File: config.mk
export PLATFORM = sky130hd
export DESIGN_NAME = cd_toc_disc_id_engine
export DESIGN_NICKNAME = d
export VERILOG_FILES = /design/src/rtl/core/cdid_pkg.sv /design/src/rtl/core/cdid_front.sv /design/src/rtl/core/cdid_accum.sv /design/src/rtl/core/cd_toc_disc_id_engine.sv
export SDC_FILE = /design/constraint.sdc
export NUM_CORES = 2
export LEC_CHECK = 0
export BUFFER_PORTS_ARGS = -buffer_cell sky130_fd_sc_hd__buf_4
export CORE_UTILIZATION = 48
export DETAILED_ROUTE_END_ITERATION = 10
export GPL_ROUTABILITY_DRIVEN = 0
export HOLD_SLACK_MARGIN = 0.15
export PLACE_DENSITY = 0.68
export SYNTH_ARGS = -nofsm -noshare
export SYNTH_HDL_FRONTEND = slang
export SYNTH_SLANG_ARGS = --single-unit
File: constraint.sdc
create_clock -name clk -period 8.41 [get_ports clk]
set_input_delay 1.682 -clock clk [delete_from_list [all_inputs] [get_ports clk]]
set_output_delay 1.682 -clock clk [all_outputs]
set_load 0.01 [all_outputs]
File: src/rtl/core/cdid_pkg.sv
// ----------------------------------------------------------------------------
// cdid_pkg: shared types and constants of the disc identifier engine
// Request layout, pipeline stage payload, status codes and fixed arithmetic
// constants used by the bookkeeping and accumulation stages.
// ----------------------------------------------------------------------------
`default_nettype none

package cdid_pkg;

    // Field widths
    localparam int unsigned FRAME_W = 19;
    localparam int unsigned COUNT_W = 7;
    localparam int unsigned SECS_W  = 13;
    localparam int unsigned ID_W    = 32;

    // Track limit per disc
    localparam logic [COUNT_W-1:0] MAX_TRACK_COUNT = 7'd99;

    // Request opcodes
    localparam logic OP_TRACK = 1'b0;
    localparam logic OP_CLOSE = 1'b1;

    typedef enum logic [1:0] {
        STATUS_OK        = 2'd0,
        STATUS_NO_TRACKS = 2'd1,
        STATUS_OVERFLOW  = 2'd2
    } status_t;

    // One incoming request as held in the input register
    typedef struct packed {
        logic               op;
        logic [FRAME_W-1:0] track_offset;
        logic               is_audio;
        logic [FRAME_W-1:0] leadout;
        logic [COUNT_W-1:0] num_audio;
    } req_t;

    // Payload handed from bookkeeping to accumulation
    typedef struct packed {
        logic               op;
        logic [SECS_W-1:0]  secs;        // seconds of track or leadout
        logic [FRAME_W-1:0] frames;      // track offset or leadout
        logic               is_audio;
        logic [ID_W-1:0]    product;     // weighted offset or weighted leadout
        logic [SECS_W-1:0]  first_secs;
        logic [COUNT_W-1:0] tracks;
        status_t            status;
        logic [COUNT_W-1:0] num_audio;
    } stage_t;

endpackage

`default_nettype wire

File: src/rtl/core/cdid_front.sv
// ----------------------------------------------------------------------------
// cdid_front: track bookkeeping stage
// Converts frames to seconds, counts tracks and audio rank, applies the
// track limit and forms the one product each request needs.
// ----------------------------------------------------------------------------
`default_nettype none

module cdid_front
(
    input  wire logic            clk,
    input  wire logic            rst_n,
    input  wire logic            req_valid,
    input  wire cdid_pkg::req_t  req,
    output logic                 req_take,
    output logic                 stage_valid,
    output cdid_pkg::stage_t     stage,
    input  wire logic            stage_take
);
    import cdid_pkg::*;

    localparam int unsigned GAP_FRAMES    = 150;
    localparam int unsigned RECIP_75      = 894785;   // ceil(2^26 / 75)
    localparam int unsigned RECIP_SHIFT   = 26;
    localparam int unsigned SUM_W         = FRAME_W + 1;

    // Frames plus pregap, divided by 75 through a reciprocal multiply
    function automatic logic [SECS_W-1:0] to_seconds(input logic [FRAME_W-1:0] frames);
        logic [SUM_W-1:0]   x;
        logic [2*SUM_W-1:0] p;
        x = {1'b0, frames} + SUM_W'(GAP_FRAMES);
        p = {{SUM_W{1'b0}}, x} * (2*SUM_W)'(RECIP_75);
        return SECS_W'(p >> RECIP_SHIFT);
    endfunction

    logic [COUNT_W-1:0] track_total_reg, track_total_next;
    logic [COUNT_W-1:0] audio_rank_reg, audio_rank_next;
    logic [SECS_W-1:0]  first_secs_reg, first_secs_next;
    logic               seen_reg, seen_next;
    logic               overflow_reg, overflow_next;
    logic               stage_valid_reg, stage_valid_next;
    stage_t             stage_reg;

    logic               stage_ready;
    logic               is_full;
    logic               drop;
    logic               load;
    logic [FRAME_W-1:0] frames;
    logic [SECS_W-1:0]  secs;
    logic [FRAME_W-1:0] mul_a;
    logic [COUNT_W:0]   mul_b;
    logic [FRAME_W+COUNT_W:0] product;
    status_t            close_status;

    // Handshake towards the input register
    assign stage_ready = !stage_valid_reg || stage_take;
    assign req_take    = req_valid && stage_ready;
    assign is_full     = track_total_reg >= MAX_TRACK_COUNT;
    assign drop        = (req.op == OP_TRACK) && is_full;
    assign load        = req_take && !drop;

    // Seconds and the shared multiplier
    assign frames  = (req.op == OP_CLOSE) ? req.leadout : req.track_offset;
    assign secs    = to_seconds(frames);
    always_comb
    begin
        if (req.op == OP_CLOSE)
        begin
            mul_a = req.leadout;
            mul_b = {1'b0, req.num_audio} + (COUNT_W+1)'(1);
        end
        else
        begin
            mul_a = (req.track_offset == '0) ? FRAME_W'(1) : req.track_offset;
            mul_b = {1'b0, audio_rank_reg};
        end
    end
    assign product = {{(COUNT_W+1){1'b0}}, mul_a} * {{FRAME_W{1'b0}}, mul_b};

    // Status on close: no tracks wins over overflow
    always_comb
    begin
        if (!seen_reg)
            close_status = STATUS_NO_TRACKS;
        else if (overflow_reg)
            close_status = STATUS_OVERFLOW;
        else
            close_status = STATUS_OK;
    end

    // Bookkeeping update
    always_comb
    begin
        track_total_next = track_total_reg;
        audio_rank_next  = audio_rank_reg;
        first_secs_next  = first_secs_reg;
        seen_next        = seen_reg;
        overflow_next    = overflow_reg;
        if (req_take)
        begin
            if (req.op == OP_CLOSE)
            begin
                track_total_next = '0;
                audio_rank_next  = COUNT_W'(1);
                first_secs_next  = '0;
                seen_next        = 1'b0;
                overflow_next    = 1'b0;
            end
            else if (is_full)
            begin
                overflow_next = 1'b1;
            end
            else
            begin
                if (!seen_reg)
                begin
                    first_secs_next = secs;
                    seen_next       = 1'b1;
                end
                track_total_next = track_total_reg + COUNT_W'(1);
                if (req.is_audio)
                    audio_rank_next = audio_rank_reg + COUNT_W'(1);
            end
        end
    end

    assign stage_valid_next = load ? 1'b1 : (stage_take ? 1'b0 : stage_valid_reg);

    always_ff @(posedge clk or negedge rst_n)
    begin
        if (!rst_n)
        begin
            track_total_reg <= '0;
            audio_rank_reg  <= COUNT_W'(1);
            first_secs_reg  <= '0;
            seen_reg        <= 1'b0;
            overflow_reg    <= 1'b0;
            stage_valid_reg <= 1'b0;
        end
        else
        begin
            track_total_reg <= track_total_next;
            audio_rank_reg  <= audio_rank_next;
            first_secs_reg  <= first_secs_next;
            seen_reg        <= seen_next;
            overflow_reg    <= overflow_next;
            stage_valid_reg <= stage_valid_next;
        end
    end

    // Stage payload
    always_ff @(posedge clk)
    begin
        if (load)
        begin
            stage_reg.op          <= req.op;
            stage_reg.secs        <= secs;
            stage_reg.frames      <= frames;
            stage_reg.is_audio    <= req.is_audio;
            stage_reg.product     <= ID_W'(product);
            stage_reg.first_secs  <= first_secs_reg;
            stage_reg.tracks      <= track_total_reg;
            stage_reg.status      <= close_status;
            stage_reg.num_audio   <= req.num_audio;
        end
    end

    assign stage_valid = stage_valid_reg;
    assign stage       = stage_reg;

endmodule

`default_nettype wire

File: src/rtl/core/cdid_accum.sv
// ----------------------------------------------------------------------------
// cdid_accum: accumulation and result stage
// Adds up second digit sums and audio offset sums per track, and on close
// builds the three identifiers into the result register.
// ----------------------------------------------------------------------------
`default_nettype none

module cdid_accum
(
    input  wire logic                          clk,
    input  wire logic                          rst_n,
    input  wire logic                          stage_valid,
    input  wire cdid_pkg::stage_t              stage,
    output logic                               stage_take,
    output logic                               out_valid,
    input  wire logic                          out_stall,
    output logic [cdid_pkg::ID_W-1:0]          cddb_id,
    output logic [cdid_pkg::ID_W-1:0]          ar_id_one,
    output logic [cdid_pkg::ID_W-1:0]          ar_id_two,
    output logic [cdid_pkg::COUNT_W-1:0]       audio_tracks,
    output logic [1:0]                         status
);
    import cdid_pkg::*;

    localparam int unsigned DIGIT_W     = 12;
    localparam int unsigned DSUM_W      = 6;
    localparam int unsigned RECIP_10    = 6554;    // ceil(2^16 / 10)
    localparam int unsigned R10_SHIFT   = 16;
    localparam int unsigned RECIP_100   = 10486;   // ceil(2^20 / 100)
    localparam int unsigned R100_SHIFT  = 20;
    localparam int unsigned RECIP_1000  = 16778;   // ceil(2^24 / 1000)
    localparam int unsigned R1000_SHIFT = 24;
    localparam int unsigned P10_W       = SECS_W + 15;
    localparam int unsigned MOD_BASE    = 255;
    localparam int unsigned T_W         = 16;

    // Decimal digit sum of a seconds value below 10000; the three quotients
    // are formed side by side so no divide waits on another
    function automatic logic [DSUM_W-1:0] add_digits(input logic [SECS_W-1:0] v);
        logic [P10_W-1:0]  p1;
        logic [P10_W-1:0]  p2;
        logic [P10_W-1:0]  p3;
        logic [SECS_W-1:0] q1;
        logic [SECS_W-1:0] q2;
        logic [SECS_W-1:0] q3;
        logic [3:0]        d0;
        logic [3:0]        d1;
        logic [3:0]        d2;
        logic [3:0]        d3;
        p1 = P10_W'(v) * P10_W'(RECIP_10);
        p2 = P10_W'(v) * P10_W'(RECIP_100);
        p3 = P10_W'(v) * P10_W'(RECIP_1000);
        q1 = SECS_W'(p1 >> R10_SHIFT);
        q2 = SECS_W'(p2 >> R100_SHIFT);
        q3 = SECS_W'(p3 >> R1000_SHIFT);
        d0 = 4'(v - SECS_W'(q1 * SECS_W'(10)));
        d1 = 4'(q1 - SECS_W'(q2 * SECS_W'(10)));
        d2 = 4'(q2 - SECS_W'(q3 * SECS_W'(10)));
        d3 = 4'(q3);
        return DSUM_W'(d0) + DSUM_W'(d1) + DSUM_W'(d2) + DSUM_W'(d3);
    endfunction

    // Modulo 255 of a 12-bit value: 256 folds to 1
    function automatic logic [7:0] mod_255(input logic [DIGIT_W-1:0] d);
        logic [8:0] x;
        x = {1'b0, d[7:0]} + 9'(d[DIGIT_W-1:8]);
        if (x >= 9'(MOD_BASE))
            x = x - 9'(MOD_BASE);
        return x[7:0];
    endfunction

    logic [DIGIT_W-1:0] digit_total_reg, digit_total_next;
    logic [ID_W-1:0]    offset_sum_reg, offset_sum_next;
    logic [ID_W-1:0]    weighted_sum_reg, weighted_sum_next;
    logic               res_valid_reg, res_valid_next;
    logic [ID_W-1:0]    freedb_reg;
    logic [ID_W-1:0]    ar_one_reg;
    logic [ID_W-1:0]    ar_two_reg;
    logic [COUNT_W-1:0] audio_tracks_reg;
    logic [1:0]         status_reg;

    logic               res_free;
    logic               close_take;
    logic [T_W-1:0]     length_secs;
    logic [ID_W-1:0]    fid;

    // Close requests wait for a free result register
    assign res_free   = !res_valid_reg || !out_stall;
    assign stage_take = stage_valid && ((stage.op == OP_TRACK) || res_free);
    assign close_take = stage_take && (stage.op == OP_CLOSE);

    // FreeDB id fields
    assign length_secs = T_W'(stage.secs) - T_W'(stage.first_secs);
    assign fid = {mod_255(digit_total_reg), length_secs, 1'b0, stage.tracks};

    // Accumulators
    always_comb
    begin
        digit_total_next  = digit_total_reg;
        offset_sum_next   = offset_sum_reg;
        weighted_sum_next = weighted_sum_reg;
        if (close_take)
        begin
            digit_total_next  = '0;
            offset_sum_next   = '0;
            weighted_sum_next = '0;
        end
        else if (stage_take)
        begin
            digit_total_next = digit_total_reg + DIGIT_W'(add_digits(stage.secs));
            if (stage.is_audio)
            begin
                offset_sum_next   = offset_sum_reg + ID_W'(stage.frames);
                weighted_sum_next = weighted_sum_reg + stage.product;
            end
        end
    end

    assign res_valid_next = close_take ? 1'b1 : (res_free ? 1'b0 : res_valid_reg);

    always_ff @(posedge clk or negedge rst_n)
    begin
        if (!rst_n)
        begin
            digit_total_reg  <= '0;
            offset_sum_reg   <= '0;
            weighted_sum_reg <= '0;
            res_valid_reg    <= 1'b0;
        end
        else
        begin
            digit_total_reg  <= digit_total_next;
            offset_sum_reg   <= offset_sum_next;
            weighted_sum_reg <= weighted_sum_next;
            res_valid_reg    <= res_valid_next;
        end
    end

    // Result register
    always_ff @(posedge clk)
    begin
        if (close_take)
        begin
            freedb_reg       <= fid;
            ar_one_reg       <= offset_sum_reg + ID_W'(stage.frames);
            ar_two_reg       <= weighted_sum_reg + stage.product;
            audio_tracks_reg <= stage.num_audio;
            status_reg       <= stage.status;
        end
    end

    assign out_valid    = res_valid_reg;
    assign cddb_id      = freedb_reg;
    assign ar_id_one    = ar_one_reg;
    assign ar_id_two    = ar_two_reg;
    assign audio_tracks = audio_tracks_reg;
    assign status       = status_reg;

endmodule

`default_nettype wire

File: src/rtl/core/cd_toc_disc_id_engine.sv
// Path: a close request's identifiers reach out_valid through the input
//   register, the bookkeeping stage and the result register.
// Throughput: one request per cycle while no stall holds a close back; the
//   frames-to-seconds multiply and the rank multiply sit in the bookkeeping stage, digit sums in the last stage.
// Reset: asynchronous, clears all counters and sums; audio rank restarts at 1.
// ----------------------------------------------------------------------------
// cd_toc_disc_id_engine: CD table-of-contents disc identifier engine
// Collects track entries and on close emits the FreeDB id, both AccurateRip
// ids, the audio track count and a status.
// ----------------------------------------------------------------------------
`default_nettype none

module cd_toc_disc_id_engine
(
    input  wire logic                          clk,
    input  wire logic                          rst_n,
    input  wire logic                          in_valid,
    output logic                               in_stall,
    input  wire logic                          op,
    input  wire logic [cdid_pkg::FRAME_W-1:0]  track_offset,
    input  wire logic                          is_audio,
    input  wire logic [cdid_pkg::FRAME_W-1:0]  leadout,
    input  wire logic [cdid_pkg::COUNT_W-1:0]  num_audio,
    output logic                               out_valid,
    input  wire logic                          out_stall,
    output logic [cdid_pkg::ID_W-1:0]          cddb_id,
    output logic [cdid_pkg::ID_W-1:0]          ar_id_one,
    output logic [cdid_pkg::ID_W-1:0]          ar_id_two,
    output logic [cdid_pkg::COUNT_W-1:0]       audio_tracks,
    output logic [1:0]                         status
);
    import cdid_pkg::*;

    logic   req_valid_reg, req_valid_next;
    req_t   req_reg;
    logic   req_take;
    logic   in_accept;
    logic   stage_valid;
    stage_t stage;
    logic   stage_take;

    // Input register
    assign in_stall       = req_valid_reg && !req_take;
    assign in_accept      = in_valid && !in_stall;
    assign req_valid_next = in_accept ? 1'b1 : (req_take ? 1'b0 : req_valid_reg);

    always_ff @(posedge clk or negedge rst_n)
    begin
        if (!rst_n)
            req_valid_reg <= 1'b0;
        else
            req_valid_reg <= req_valid_next;
    end

    always_ff @(posedge clk)
    begin
        if (in_accept)
        begin
            req_reg.op           <= op;
            req_reg.track_offset <= track_offset;
            req_reg.is_audio     <= is_audio;
            req_reg.leadout      <= leadout;
            req_reg.num_audio    <= num_audio;
        end
    end

    // Bookkeeping stage
    cdid_front u_front
    (
        .clk         (clk),
        .rst_n       (rst_n),
        .req_valid   (req_valid_reg),
        .req         (req_reg),
        .req_take    (req_take),
        .stage_valid (stage_valid),
        .stage       (stage),
        .stage_take  (stage_take)
    );

    // Accumulation and result stage
    cdid_accum u_accum
    (
        .clk          (clk),
        .rst_n        (rst_n),
        .stage_valid  (stage_valid),
        .stage        (stage),
        .stage_take   (stage_take),
        .out_valid    (out_valid),
        .out_stall    (out_stall),
        .cddb_id      (cddb_id),
        .ar_id_one    (ar_id_one),
        .ar_id_two    (ar_id_two),
        .audio_tracks (audio_tracks),
        .status       (status)
    );

endmodule

`default_nettype wire

==> run metrics <==
outcome=finished, violations left; violated checks=setup timing; worst hold-check path type=reg2reg; DRC=0; fin crit period=8.71 ns; Slowest-stage cell, CP=sky130_fd_sc_hd__or4_4; max-cap viol count=0; number of input and output port buffers inserted=156; root buffer cell=sky130_fd_sc_hd__clkbuf_16; area used by multi-input combinational logic=21,100 sq um; Warnings, synthesis=0; number of nets in the final layout=4,315; synthesis-stage register bit count=347; TritonCTS clock tree=done; timing-limited maximum frequency=0.115 GHz; Slew Viols, Final=0; number of buffers created by CTS=41; clock insertion delay at the later pin of the skew report=0.59 ns; count of different cell masters after synthesis=88; category of the worst setup path capture point=register; die area=70,000 sq um; maximum fanout encountered on the critical timing path=4; maximum clock path buffer count=3; Sink Count=347; worst rel slew slack=0.241; number of standard cells in the final layout excluding fillers=4,342; cell family with most CP delay=adder cells; post-synth net total=3,960; post-detailed-route via-to-cell ratio=5.28; Hold Path Stages=0; endpoint of the worst hold path=u_accum.audio_tracks[4]; count of vias placed by the detailed router=22.9k; Mapped Cells=3,081; filler instances=5,650; least setup slack across all paths after layout=-0.304 ns; count of final setup violators=7; max reg flops=90; Post-Route Skew=0.0277 ns; data arrival time at the worst-slack endpoint=9.16 ns; endpoint of the most critical register-to-register path=u_accum.digit_total_reg[11]; total core area=67,600 sq um; post-synthesis to final-layout area growth=17.1%; Initial Utilization=0.489; CP dominant cell by count=sky130_fd_sc_hd__xnor2_1; Critical Path RT=8.86 ns; count of flip-flops with a built-in enable after synthesis=239; final WL=77,400 um; post-route ant nets=0; total buffers and inverters traversed by the critical path=5; CTS H-Tree Depth=2; Most used DFF post-synth=sky130_fd_sc_hd__edfxtp_1; sequential area share after synthesis=0.299; first-pass GRT wire length=125,000 um; count of TritonRoute iterations in the first routing pass=5; slowest stage delay, CP=0.54 ns; Rows=95; clock-pin slew on the worst setup and hold paths=0.06 ns; number of antenna cells inserted=0; hpwl dp=62,200 um; number of DRC violations after detailed-routing iteration 0=1,341; Reg-to-Reg Start=u_front.stage[86]; Period Utilization, post-route=1.04; Worst Path Class, Setup=reg2reg; pin count of the biggest net entering global routing=88; fraction of final layout cells sized beyond drive strength 1=0.159; setup repair after global routing missed its margin=true; post-synthesis average cell area=10.7 sq um; storage element area=9880 sq um; Critical Path Source Type=register; length in cells of the worst reg-to-reg path=38; reg-to-reg setup timing slack=-0.30 ns; die outline width=264 um; average routed wire per standard cell=17.8 um; global router's overall resource usage=0.226; initial antenna violation count=0; FFs w/ async S/R, synth=0.311; die boundary height=264 um; vias in the first global route=23.6k; gr ovfl total=0; Worst Setup SP=u_front.stage[86]; transition time of the tightest slew-check pin=1.11 ns; I/O pin cnt=158; Min-Delay Startpoint=u_front.stage[4]; cts-stage hold buffer count=0; mapped cell area=33,100 sq um; Placed Instances=4,237; number of hold violations in the final report=0
area by class of cell:
cell class	count	share of cell area
sequential	347	0.255
inverter	643	0.0627
multi-input combinational	2042	0.544
clock buffer	45	0.0282
clock inverter	31	0.0110
tap	873	0.0282
timing repair buffer	361	0.0711
cell usage after synthesis (all sizes together) (33+ instances only):
cell    number  area, sq um
a22o        61          534
o21ai       75          383
a21o        62          465
nor2       169          634
edfxtp     239         7180
fa         349         6990
xor2        68          596
xnor2      115         1010
ha         479         5990
clkbuf      33          124
nand2      197          742
a21oi       99          499
inv        635         2380
dfrtp      107         2680
worst max-delay path by stage:
stage,cells past startpoint,to
2_1_floorplan,38,u_accum.digit_total_reg[11]
3_3_place_gp,39,u_accum.digit_total_reg[10]
3_5_place_dp,39,u_accum.digit_total_reg[10]
4_1_cts,39,u_accum.digit_total_reg[10]
5_1_grt,38,u_accum.digit_total_reg[11]
6_report,38,u_accum.digit_total_reg[11]
placed cells by master (no fill, tap or decap), types with 7 or more instances in the layout:
master	n
sky130_fd_sc_hd__a211oi_1	10
sky130_fd_sc_hd__a21o_1	62
sky130_fd_sc_hd__a21oi_1	91
sky130_fd_sc_hd__a21oi_2	7
sky130_fd_sc_hd__a22o_1	61
sky130_fd_sc_hd__a31oi_1	16
sky130_fd_sc_hd__and2_1	16
sky130_fd_sc_hd__and3_1	16
sky130_fd_sc_hd__buf_4	356
sky130_fd_sc_hd__bufinv_16	7
sky130_fd_sc_hd__clkbuf_16	42
sky130_fd_sc_hd__clkinv_1	9
sky130_fd_sc_hd__clkinv_2	8
sky130_fd_sc_hd__dfrtp_1	107
sky130_fd_sc_hd__edfxtp_1	239
sky130_fd_sc_hd__fa_1	348
sky130_fd_sc_hd__ha_1	459
sky130_fd_sc_hd__ha_4	15
sky130_fd_sc_hd__inv_1	616
sky130_fd_sc_hd__inv_2	14
sky130_fd_sc_hd__mux2i_1	17
sky130_fd_sc_hd__nand2_1	195
sky130_fd_sc_hd__nand2b_1	16
sky130_fd_sc_hd__nand3_1	23
sky130_fd_sc_hd__nand4_1	15
sky130_fd_sc_hd__nor2_1	164
sky130_fd_sc_hd__nor2b_1	23
sky130_fd_sc_hd__nor3_1	20
sky130_fd_sc_hd__nor4_1	11
sky130_fd_sc_hd__o211ai_1	13
sky130_fd_sc_hd__o21a_1	23
sky130_fd_sc_hd__o21ai_0	66
sky130_fd_sc_hd__o21bai_1	8
sky130_fd_sc_hd__o31ai_1	10
sky130_fd_sc_hd__or3_1	9
sky130_fd_sc_hd__or4_1	8
sky130_fd_sc_hd__xnor2_1	108
sky130_fd_sc_hd__xor2_1	67
routing by layer:
layer,part of all wire,GRT usage
met1,0.48,0.331
met2,0.45,0.359
met3,0.054,0.0314
met4,0.021,0.0454
met5,0,0
timing repair:
item                                    4_1_cts  5_1_grt
buffers inserted                             11       19
resized for setup                             7       51
hold endpoints to repair                      0        0
pin swaps                                    23       40
endpoints found under the setup margin        7       31
logic make-up (layout without fill, tap and decap cells):
family,Yosys count,in the layout,synth area share
muxes,26,26,0.00859
buffers and inverters,692,1080,0.0793
xor gates and xnor gates,184,184,0.0491
and+or+nand+nor,557,557,0.0774
DFF,347,347,0.299
AOI/OAI and AO/OA,446,446,0.0942
other,1,1,0.000113
adders and majority gates,828,828,0.392
per-stage QoR:
stage	TNS, ns	area [sq um]	util	hold slack, ns	worst slack, ns
CTS	-1.51	38300	0.567	0.415	-0.267
finish	-1.41	38700	0.573	0.418	-0.304
global route	-4.24	38700	0.573	0.430	-0.636
floorplan	-0.862	33300	-	0.400	-0.245
detailed placement	-1.91	36700	0.542	0.407	-0.413
global placement	-1.02	36700	0.542	0.402	-0.256
Power is not shown: default switching activity piles up to over one toggle a cycle in this logic, so the estimate is an artifact.
